===== config.mk =====
export PLATFORM = sky130hd
export DESIGN_NAME = box_downscale_2x2_core
export DESIGN_NICKNAME = d
export VERILOG_FILES = /design/src/hw/rtl/bds_pkg.sv /design/src/hw/rtl/bds_ram.sv /design/src/hw/rtl/bds_scan.sv /design/src/hw/rtl/bds_acc.sv /design/src/hw/rtl/box_downscale_2x2_core.sv
export SDC_FILE = /design/constraint.sdc
export NUM_CORES = 2
export LEC_CHECK = 0
export ABC_CLOCK_PERIOD_IN_PS = 19800
export BUFFER_PORTS_ARGS = -buffer_cell sky130_fd_sc_hd__buf_2
export CORE_MARGIN = 1.5
export CORE_UTILIZATION = 40
export DETAILED_ROUTE_END_ITERATION = 7
export PLACE_DENSITY = 0.61
export SLEW_MARGIN = 10
export SYNTH_ARGS = -nofsm -noshare
export SYNTH_HDL_FRONTEND = slang
export SYNTH_SLANG_ARGS = --single-unit

===== constraint.sdc =====
create_clock -name clk -period 19.8 [get_ports clk]
set_input_delay 0 -clock clk [delete_from_list [all_inputs] [get_ports clk]]
set_output_delay 0 -clock clk [all_outputs]
set_load 0.02 [all_outputs]

===== src/hw/rtl/bds_pkg.sv =====
// shared types and constants of the 2x2 box downscaler
`default_nettype none
package bds_pkg;

    localparam int SRC_WIDTH      = 640;
    localparam int SRC_HEIGHT     = 480;
    localparam int OUT_WIDTH      = SRC_WIDTH / 2;
    localparam int LB_SRC_ROWS    = 360;
    localparam int LB_OFFSET_ROWS = 30;

    localparam int PIX_W   = 8;
    localparam int PAIR_W  = PIX_W + 1;
    localparam int ADDR_W  = 17;
    localparam int COL_W   = $clog2(SRC_WIDTH);
    localparam int MAX_ROWS = (SRC_HEIGHT > LB_SRC_ROWS) ? SRC_HEIGHT : LB_SRC_ROWS;
    localparam int ROW_W   = $clog2(MAX_ROWS + 1);
    localparam int HALF_W  = ROW_W - 1;
    localparam int SLOT_W  = $clog2(OUT_WIDTH);

    typedef logic [PIX_W-1:0]  pix_t;
    typedef logic [PAIR_W-1:0] pair_t;
    typedef logic [ADDR_W-1:0] addr_t;
    typedef logic [COL_W-1:0]  col_t;
    typedef logic [ROW_W-1:0]  row_t;
    typedef logic [HALF_W-1:0] half_t;
    typedef logic [SLOT_W-1:0] slot_t;

    localparam col_t  COL_LAST       = col_t'(SRC_WIDTH - 1);
    localparam row_t  NORM_ROWS      = row_t'(SRC_HEIGHT);
    localparam row_t  LB_ROWS        = row_t'(LB_SRC_ROWS);
    localparam half_t NORM_LAST_HALF = half_t'(SRC_HEIGHT / 2 - 1);
    localparam half_t LB_LAST_HALF   = half_t'(LB_SRC_ROWS / 2 - 1);
    localparam slot_t SLOT_LAST      = slot_t'(OUT_WIDTH - 1);
    localparam addr_t OUT_WIDTH_A    = addr_t'(OUT_WIDTH);
    localparam addr_t LB_OFFSET_A    = addr_t'(LB_OFFSET_ROWS);

    typedef struct packed {
        pix_t pixel;
        logic frame_start;
    } src_beat_t;

    typedef struct packed {
        pix_t  out_pixel;
        addr_t out_address;
        logic  last;
    } dst_beat_t;

    typedef struct packed {
        logic  produce;
        logic  store_we;
        slot_t slot;
        pair_t pair;
        addr_t address;
        logic  last;
    } scan_req_t;

endpackage
`default_nettype wire


===== src/hw/rtl/bds_ram.sv =====
// generic single-write, single-read ram with registered read data
`default_nettype none
module bds_ram #(
    parameter int WIDTH = 8,
    parameter int DEPTH = 16
) (
    input  wire logic                     clk,
    input  wire logic                     we,
    input  wire logic [$clog2(DEPTH)-1:0] waddr,
    input  wire logic [WIDTH-1:0]         wdata,
    input  wire logic                     re,
    input  wire logic [$clog2(DEPTH)-1:0] raddr,
    output logic      [WIDTH-1:0]         rdata
);

    logic [WIDTH-1:0] mem_reg [DEPTH];
    logic [WIDTH-1:0] rdata_reg;

    always_ff @(posedge clk)
    begin
        if (we)
        begin
            mem_reg[waddr] <= wdata;
        end
        if (re)
        begin
            rdata_reg <= mem_reg[raddr];
        end
    end

    assign rdata = rdata_reg;

endmodule
`default_nettype wire


===== src/hw/rtl/bds_scan.sv =====
// raster counters, pair sums and line store control of the downscaler
`default_nettype none
module bds_scan (
    input  wire logic                clk,
    input  wire logic                rst_n,
    input  wire logic                cfg_we,
    input  wire logic                cfg_wdata,
    input  wire logic                accept,
    input  wire bds_pkg::src_beat_t  beat,
    output bds_pkg::scan_req_t       req
);

    logic             mode_reg, mode_next;
    bds_pkg::col_t    col_reg, col_next;
    bds_pkg::row_t    row_reg, row_next;
    bds_pkg::pix_t    pending_reg, pending_next;

    bds_pkg::col_t    col_cur;
    bds_pkg::row_t    row_cur;
    bds_pkg::row_t    rows_lim;
    bds_pkg::half_t   row_half;
    bds_pkg::half_t   last_half;
    bds_pkg::addr_t   offset_rows;
    bds_pkg::addr_t   row_addr;
    logic             active;
    logic             odd_col;
    logic             odd_row;

    assign col_cur     = beat.frame_start ? '0 : col_reg;
    assign row_cur     = beat.frame_start ? '0 : row_reg;
    assign rows_lim    = mode_reg ? bds_pkg::LB_ROWS : bds_pkg::NORM_ROWS;
    assign last_half   = mode_reg ? bds_pkg::LB_LAST_HALF : bds_pkg::NORM_LAST_HALF;
    assign offset_rows = mode_reg ? bds_pkg::LB_OFFSET_A : '0;
    assign active      = row_cur < rows_lim;
    assign odd_col     = col_cur[0];
    assign odd_row     = row_cur[0];
    assign row_half    = row_cur[bds_pkg::ROW_W-1:1];
    assign row_addr    = offset_rows + bds_pkg::addr_t'(row_half);

    always_comb
    begin
        req.slot     = bds_pkg::slot_t'(col_cur >> 1);
        req.pair     = bds_pkg::pair_t'(pending_reg) + bds_pkg::pair_t'(beat.pixel);
        req.store_we = accept && active && odd_col && !odd_row;
        req.produce  = accept && active && odd_col && odd_row;
        req.address  = row_addr * bds_pkg::OUT_WIDTH_A + bds_pkg::addr_t'(req.slot);
        req.last     = (row_half == last_half) && (req.slot == bds_pkg::SLOT_LAST);
    end

    always_comb
    begin
        mode_next    = cfg_we ? cfg_wdata : mode_reg;
        col_next     = col_reg;
        row_next     = row_reg;
        pending_next = pending_reg;
        if (accept)
        begin
            if (beat.frame_start)
            begin
                col_next     = '0;
                row_next     = '0;
                pending_next = '0;
            end
            if (active)
            begin
                if (!odd_col)
                begin
                    pending_next = beat.pixel;
                end
                if (col_cur == bds_pkg::COL_LAST)
                begin
                    col_next = '0;
                    row_next = row_cur + 1'b1;
                end
                else
                begin
                    col_next = col_cur + 1'b1;
                end
            end
        end
    end

    always_ff @(posedge clk or negedge rst_n)
    begin
        if (!rst_n)
        begin
            mode_reg    <= 1'b0;
            col_reg     <= '0;
            row_reg     <= '0;
            pending_reg <= '0;
        end
        else
        begin
            mode_reg    <= mode_next;
            col_reg     <= col_next;
            row_reg     <= row_next;
            pending_reg <= pending_next;
        end
    end

endmodule
`default_nettype wire


===== src/hw/rtl/bds_acc.sv =====
// line store sum, mean and output register stage of the downscaler
`default_nettype none
module bds_acc (
    input  wire logic                clk,
    input  wire logic                rst_n,
    input  wire logic                accept,
    input  wire bds_pkg::scan_req_t  req,
    input  wire bds_pkg::pair_t      line_pair,
    output logic                     in_ready,
    output logic                     dst_valid,
    input  wire logic                dst_ready,
    output bds_pkg::dst_beat_t       dst_beat
);

    logic               s1_valid_reg, s1_valid_next;
    bds_pkg::pair_t     s1_pair_reg;
    bds_pkg::addr_t     s1_addr_reg;
    logic               s1_last_reg;
    logic               out_valid_reg, out_valid_next;
    bds_pkg::dst_beat_t out_beat_reg, out_beat_next;
    logic               advance;
    logic [bds_pkg::PAIR_W:0] sum;

    assign advance  = !out_valid_reg || dst_ready;
    assign in_ready = !s1_valid_reg || advance;
    assign sum      = {1'b0, line_pair} + {1'b0, s1_pair_reg};

    always_comb
    begin
        s1_valid_next = s1_valid_reg;
        if (accept)
        begin
            s1_valid_next = req.produce;
        end
        else if (advance)
        begin
            s1_valid_next = 1'b0;
        end
    end

    always_comb
    begin
        out_valid_next = out_valid_reg;
        out_beat_next  = out_beat_reg;
        if (advance)
        begin
            out_valid_next = s1_valid_reg;
            if (s1_valid_reg)
            begin
                out_beat_next.out_pixel   = sum[bds_pkg::PAIR_W:2];
                out_beat_next.out_address = s1_addr_reg;
                out_beat_next.last        = s1_last_reg;
            end
        end
    end

    always_ff @(posedge clk or negedge rst_n)
    begin
        if (!rst_n)
        begin
            s1_valid_reg  <= 1'b0;
            out_valid_reg <= 1'b0;
        end
        else
        begin
            s1_valid_reg  <= s1_valid_next;
            out_valid_reg <= out_valid_next;
        end
    end

    // payload, no reset
    always_ff @(posedge clk)
    begin
        if (accept && req.produce)
        begin
            s1_pair_reg <= req.pair;
            s1_addr_reg <= req.address;
            s1_last_reg <= req.last;
        end
        out_beat_reg <= out_beat_next;
    end

    assign dst_valid = out_valid_reg;
    assign dst_beat  = out_beat_reg;

endmodule
`default_nettype wire


===== src/hw/rtl/box_downscale_2x2_core.sv =====
// top level of the 2x2 box downscaler
// the odd-row source beat that completes a result passes stage 1, then the output register
// throughput: one source beat per cycle; input stalls only while both stages hold a waiting beat
// reset: counters, mode and pipeline valid flags clear; the line store is not cleared
// and each entry is written on an even row before the odd row reads it
`default_nettype none
module box_downscale_2x2_core (
    input  wire logic                clk,
    input  wire logic                rst_n,
    input  wire logic                cfg_we,
    input  wire logic                cfg_wdata,
    input  wire logic                src_valid,
    output logic                     src_ready,
    input  wire bds_pkg::src_beat_t  src_beat,
    output logic                     dst_valid,
    input  wire logic                dst_ready,
    output bds_pkg::dst_beat_t       dst_beat
);

    logic               accept;
    bds_pkg::scan_req_t req;
    bds_pkg::pair_t     line_pair;

    assign accept = src_valid && src_ready;

    bds_scan u_scan (
        .clk       (clk),
        .rst_n     (rst_n),
        .cfg_we    (cfg_we),
        .cfg_wdata (cfg_wdata),
        .accept    (accept),
        .beat      (src_beat),
        .req       (req)
    );

    bds_ram #(
        .WIDTH (bds_pkg::PAIR_W),
        .DEPTH (bds_pkg::OUT_WIDTH)
    ) u_line (
        .clk   (clk),
        .we    (req.store_we),
        .waddr (req.slot),
        .wdata (req.pair),
        .re    (req.produce),
        .raddr (req.slot),
        .rdata (line_pair)
    );

    bds_acc u_acc (
        .clk       (clk),
        .rst_n     (rst_n),
        .accept    (accept),
        .req       (req),
        .line_pair (line_pair),
        .in_ready  (src_ready),
        .dst_valid (dst_valid),
        .dst_ready (dst_ready),
        .dst_beat  (dst_beat)
    );

endmodule
`default_nettype wire

# ---- Word-level counts from Yosys, hierarchy flattened
# Memory sizes are Yosys's and may differ from the RTL's. A register that Yosys moved wholly into a read port is not among the register bits.
# Cells that the tools add are included.
dict set report word_totals {
  output_inout_bits 28
  ramBits 2880
  register_bits 83
  memories 1
  wordCells 54
  input_bits 15
}
# name words width rd rd_ports_with_merged_regs write_ports line
set memory_table {}
lappend memory_table {u_line.mem_reg 320 9 1 1 1 bds_ram.sv:16} ;# logic [WIDTH-1:0] mem_reg [DEPTH];
dict set report classes {
  n_lt_le_gt_ge 1
  n_eq_ne 3
  multipliers 1
  addsub 6
  n_reduce_logical 14
  muxes 16
}
# operator count
set ops {}
lappend ops {{$mux W8} 4}
lappend ops {{$mux W10} 3}
lappend ops {{$mux W9} 3}
lappend ops {{$add A17 B8 Y17} 1}
lappend ops {{$add A17 B9 Y17} 1}
lappend ops {{$mul A17 B3 Y11 const B} 1}
lappend ops {{$add A10 B1 Y10 const B} 1}
lappend ops {{$add A9 B9 Y10} 1}
lappend ops {{$eq A10 B10 Y1 const B} 1}
lappend ops {{$add A8 B8 Y9} 1}
lappend ops {{$add A9 B1 Y9 const B} 1}
lappend ops {{$eq A9 B9 Y1 const B} 1}
lappend ops {{$lt A9 B9 Y1} 1}
lappend ops {{$eq A8 B8 Y1} 1}
lappend ops {{$logic_and A1 B1 Y1} 7}
lappend ops {{$mux W7} 1}
lappend ops {{$mux W5} 1}
lappend ops {{$mux W1} 4}
lappend ops {{$logic_not A1 Y1} 3}
lappend ops {{$logic_or A1 B1 Y1} 2}
lappend ops {{$reduce_and A2 Y1} 1}
lappend ops {{$reduce_bool A2 Y1} 1}

# ---- Logic depth before layout (Yosys ltp)
dict set report logic_depth {
  ltp_word 9
  depth_mapped 25
  mapped_depth_nobuf 21
}

# ---- Modules after synthesis
# From an unflattened synthesis, not the netlist that was laid out.
dict set report hier_totals {
  hier_cells 5869
  area_unflattened_um2 116729.5
}
# mod cells_per_inst n_inst area_per_inst_um2 seq_area_each_um2
set by_module_without_submodules {}
lappend by_module_without_submodules {bds_ram 5436 1 111901.1 86753.2}
lappend by_module_without_submodules {bds_scan 336 1 2851.5 700.7}
lappend by_module_without_submodules {bds_acc 96 1 1970.6 1641.6}
lappend by_module_without_submodules {box_downscale_2x2_core 1 1 6.3 0.0}

# ---- Least setup slack after synthesis
# No wires, ideal clock.
dict set report synth_timing {
  path_kind {flip-flop to flip-flop}
  from {reg u_scan.pending_reg[0]}
  to {reg u_acc.s1_pair_reg[6], data pin}
  required_ns 17.788
  setup_time_ns 2.012
  arrival_time_ns 10.496
  path_slack_ns 7.292
  stages_incl_launch_ff 11
  synth_period_minus_slack_ns 12.508
  n_path_buf 0
  cell_sequence {dfrtp_1 ha_1 inv_1 fa_1 inv_1 a21oi_1 o21bai_1 a21oi_1 nor2_1 nor2_1 xnor2_1}
}
# element line
set synth_rtl {}
lappend synth_rtl {{start, declared} bds_scan.sv:16} ;# bds_pkg::pix_t pending_reg, pending_next;
lappend synth_rtl {{start signal, assigned} bds_scan.sv:97} ;# pending_reg <= pending_next;
lappend synth_rtl {{end signal, assigned} bds_acc.sv:76} ;# s1_pair_reg <= req.pair;
lappend synth_rtl {{end, declared} bds_acc.sv:16} ;# bds_pkg::pair_t s1_pair_reg;

# ---- Worst setup path in the final report
dict set report layout_timing {
  from {reg u_scan.col_reg[2]}
  to {reg u_line.rdata_reg[3], in the netlist u_line.rdata[3] (read register of u_line.mem_reg), data pin}
}
dict set report layout_via {
  elab_chain_cells 1
}
# element line
set layout_rtl {}
lappend layout_rtl {{start, declared} bds_scan.sv:14} ;# bds_pkg::col_t col_reg, col_next;
lappend layout_rtl {{start signal, assigned} bds_scan.sv:95} ;# col_reg <= col_next;
lappend layout_rtl {{$mux W10} -}
lappend layout_rtl {{end, declared} bds_ram.sv:17} ;# logic [WIDTH-1:0] rdata_reg;
# Every way passes these cells.
# A chain may end at the register's enable or synchronous reset.

==> impl_results.md <==
- Finished Layout Cells: 11440
- IO buf count: 42
- Critical R2R Capture: u_line.rdata[3]
- Clk_skew: 67.24 ps
- Global-route wire length before repair: 517500 um
- DRC Markers: 5
- Setup TNS: 0 ps
- Grt ovf: 0
- Fin. Hold Viols: 0
- Post-Syn Instances: 7254
- Via Count: 71020
- Cell taking the most area after synthesis: edfxtp_1
- CP Launch Type: flop
- Layout area overhead: 12.19%
- Beginning of the worst register-to-register path: u_scan.col_reg[2]
- DR WL/cell: 32.26 um
- Worst Min Path Start: src_beat[0]
- Largest register FFs: 2880
- Most common cell on crit path: buf_4
- TritonCTS clock tree: done
- Site Rows: 198
- Syn nets: 7310
- CP Buf/Inv Count: 5
- Layout cells sized above 1: 10.37%
- Worst-skew pair later-pin latency: 960 ps
- Multi-input logic area: 0.02598 mm^2
- Worst Setup End Kind: flop
- Sink Count: 2972
- Initial core utilization: 40.33%
- Die height: 545.2 um
- Placed Cells: 10850
- Io pins: 43
- Critical path arrival: 7330 ps
- Drt via density: 6.208
- Slew Viols, Final: 45
- Failing checks: DRC, slew limit
- P_leak: 40.79 nW
- Mapped Area: 0.1176 mm^2
- Critical path start-end classification: flop to flop
- All-Layer GR Usage: 24.12%
- Die area: 0.2972 mm^2
- Hold Crit Class: primary input to flop
- Largest net degree at the start of global routing: 189
- # Max-Cap Violations: 0
- Drt first pass iters: 8
- Tmin final: 6644 ps
- Post-placement cell area: 0.1219 mm^2
- RSZ-0062 raised after global routing: no
- Crit path max fanout: 81
- FF-to-FF path depth: 11
- Top cells by count, synth: edfxtp_1 (2942), nor2_1 (721), mux2i_1 (639)
- Worst IR drop on VDD: 0.0001349 V
- Power Density: 113.3 mW/mm^2
- Total chip power: 14.95 mW
- Worst path max stage delay: 780 ps
- Clk slew on worst S/H paths: 60 ps
- Ys async rst share: 1.009%
- Clk root buf: clkbuf_16
- Slowest CP cell: buf_4
- Slew headroom: -3.305%
- Final worst-path cycle share: 33.56%
- Slew @ Worst Pin: 1550 ps
- Clock Path Buffers: 4
- Remaining antenna violation count after routing: 0
- Nets: 7358
- Yosys cell types: 86
- Post-synth EDFFs: 2942
- H-Tree Depth: 5
- Status: finished with violations
- Cts bufs inserted: 321
- # fillers: 25060
- Setup WS post-layout: 13160 ps
- Warning count from the yosys run: 0
- Synth Register Bits: 2972
- Most frequent cell after synthesis: edfxtp_1
- Final Wtd Congestion: 0.9065
- Worst Setup SP: u_scan.col_reg[2]
- Top FF cell, synth: edfxtp_1
- CP Data Required Time: 20490 ps
- Max Clk Rate: 0.1505 GHz
- Hold depth: 3
- Family with the most delay on the worst path: buffers and inverters
- WHS Endpoint: u_scan.row_reg[8]
- Vias in the first global route: 68280
- Reg2Reg Setup Slack: 13160 ps
- Initial antenna violation count: 21
- Syn Area/Cell: 16.21 um^2
- Area contributors post-synth: edfxtp_1 (75%), mux2i_1 (5.4%), o221ai_1 (2.8%)
- Post-place setup slack: 13490 ps
- Detailed Route Iter0 Violations: 11060
- Cell Chain, Critical Path: buf_4 > buf_12 > buf_4 > buf_4 > buf_4 > mux4_2 > a22oi_1 > a31oi_1 > or4_1 > a22oi_1 > a21oi_1
- Register area share after synthesis: 75.77%
- HPWL after detailed placement: 211000 um
- Die width: 545.2 um
- Top-area cell type share of the netlist area: 75.13%
- Total wire length: 369000 um
- CORE AREA: 0.2916 mm^2
- Final instance area: 0.1319 mm^2
- Register area: 0.08910 mm^2
- Setup Viol. Count Final: 0
-- layer usage --
| metal | track usage, % | wire length (um) | share of wire [%] |
|---|---|---|---|
| met4 | 11.90 | 20300 | 5.5 |
| met5 | 0 | 94 | 0.025 |
| met1 | 32.23 | 140900 | 38 |
| met3 | 5.535 | 40500 | 11 |
| met2 | 37.08 | 167300 | 45 |
-- stage by stage --
step                utilization, %  hold WS (ps)
floorplan                        -        -295.6
global placement             41.80         153.6
detailed placement           41.81         156.2
CTS                          45.23         9.229
global route                 45.23         119.0
finish                       45.24         42.32
-- power breakdown --
part / internal [mW] / switching [mW] / total, mW
logic: 0.364 / 1.39 / 1.76
clock network: 3.26 / 2.40 / 5.66
registers: 7.52 / 0.0124 / 7.53
-- logic make-up after synthesis --
| logic type | share of synthesized area, % |
|---|---|
| DFF | 75.77 |
| AOI/OAI and AO/OA | 10.38 |
| and+or+nand+nor | 4.225 |
| muxes | 6.445 |
| buffers and inverters | 2.415 |
| xor gates and xnor gates | 0.3128 |
| adders and majority gates | 0.4554 |
-- cell type report --
| class | instances | area share [%] |
|---|---|---|
| antenna | 17 | 0.03225 |
| sequential | 2972 | 67.54 |
| timing repair buffer | 237 | 1.499 |
| clock buffer | 395 | 6.354 |
| multi-input combinational | 3696 | 19.69 |
| clock inverter | 148 | 0.9646 |
| tap | 3900 | 3.699 |
| inverter | 74 | 0.2172 |
-- worst register-to-register path, delay by kind of cell (launching register included) --
family                 cells  cell delay [ps]
AOI/OAI and AO/OA          4             1130
buffers and inverters      5             3490
DFF                        1              770
muxes                      1              520
and+or+nand+nor            1              480
-- repair_timing --
item                                   CTS  global route
hold buffers                            30             0
setup buffers                            0             0
endpoints found under the hold margin  138             0
gates resized for setup                  0             0
-- cell usage in the layout (no fill, tap or decap), types with 65 or more instances in the layout --
cell type,count
o21ai_0,212
a22oi_1,67
mux2i_1,639
clkinv_1,70
clkbuf_16,323
a21oi_1,510
buf_4,148
nand2_1,139
edfxtp_1,2942
clkbuf_1,69
a2bb2oi_1,114
o221ai_1,375
inv_1,65
o22ai_1,74
nor2_1,716
-- worst max path at each step --
stage          slack (ps)  depth (start not counted)                   end
6_report            13160                         11       u_line.rdata[3]
5_1_grt             13040                         11       u_line.rdata[3]
4_1_cts             13460                         13       u_line.rdata[1]
3_5_place_dp        13490                         11       u_line.rdata[3]
3_3_place_gp        13540                         11       u_line.rdata[3]
2_1_floorplan        7290                         10  u_acc.s1_pair_reg[6]
(Power assumes the default switching activity.)
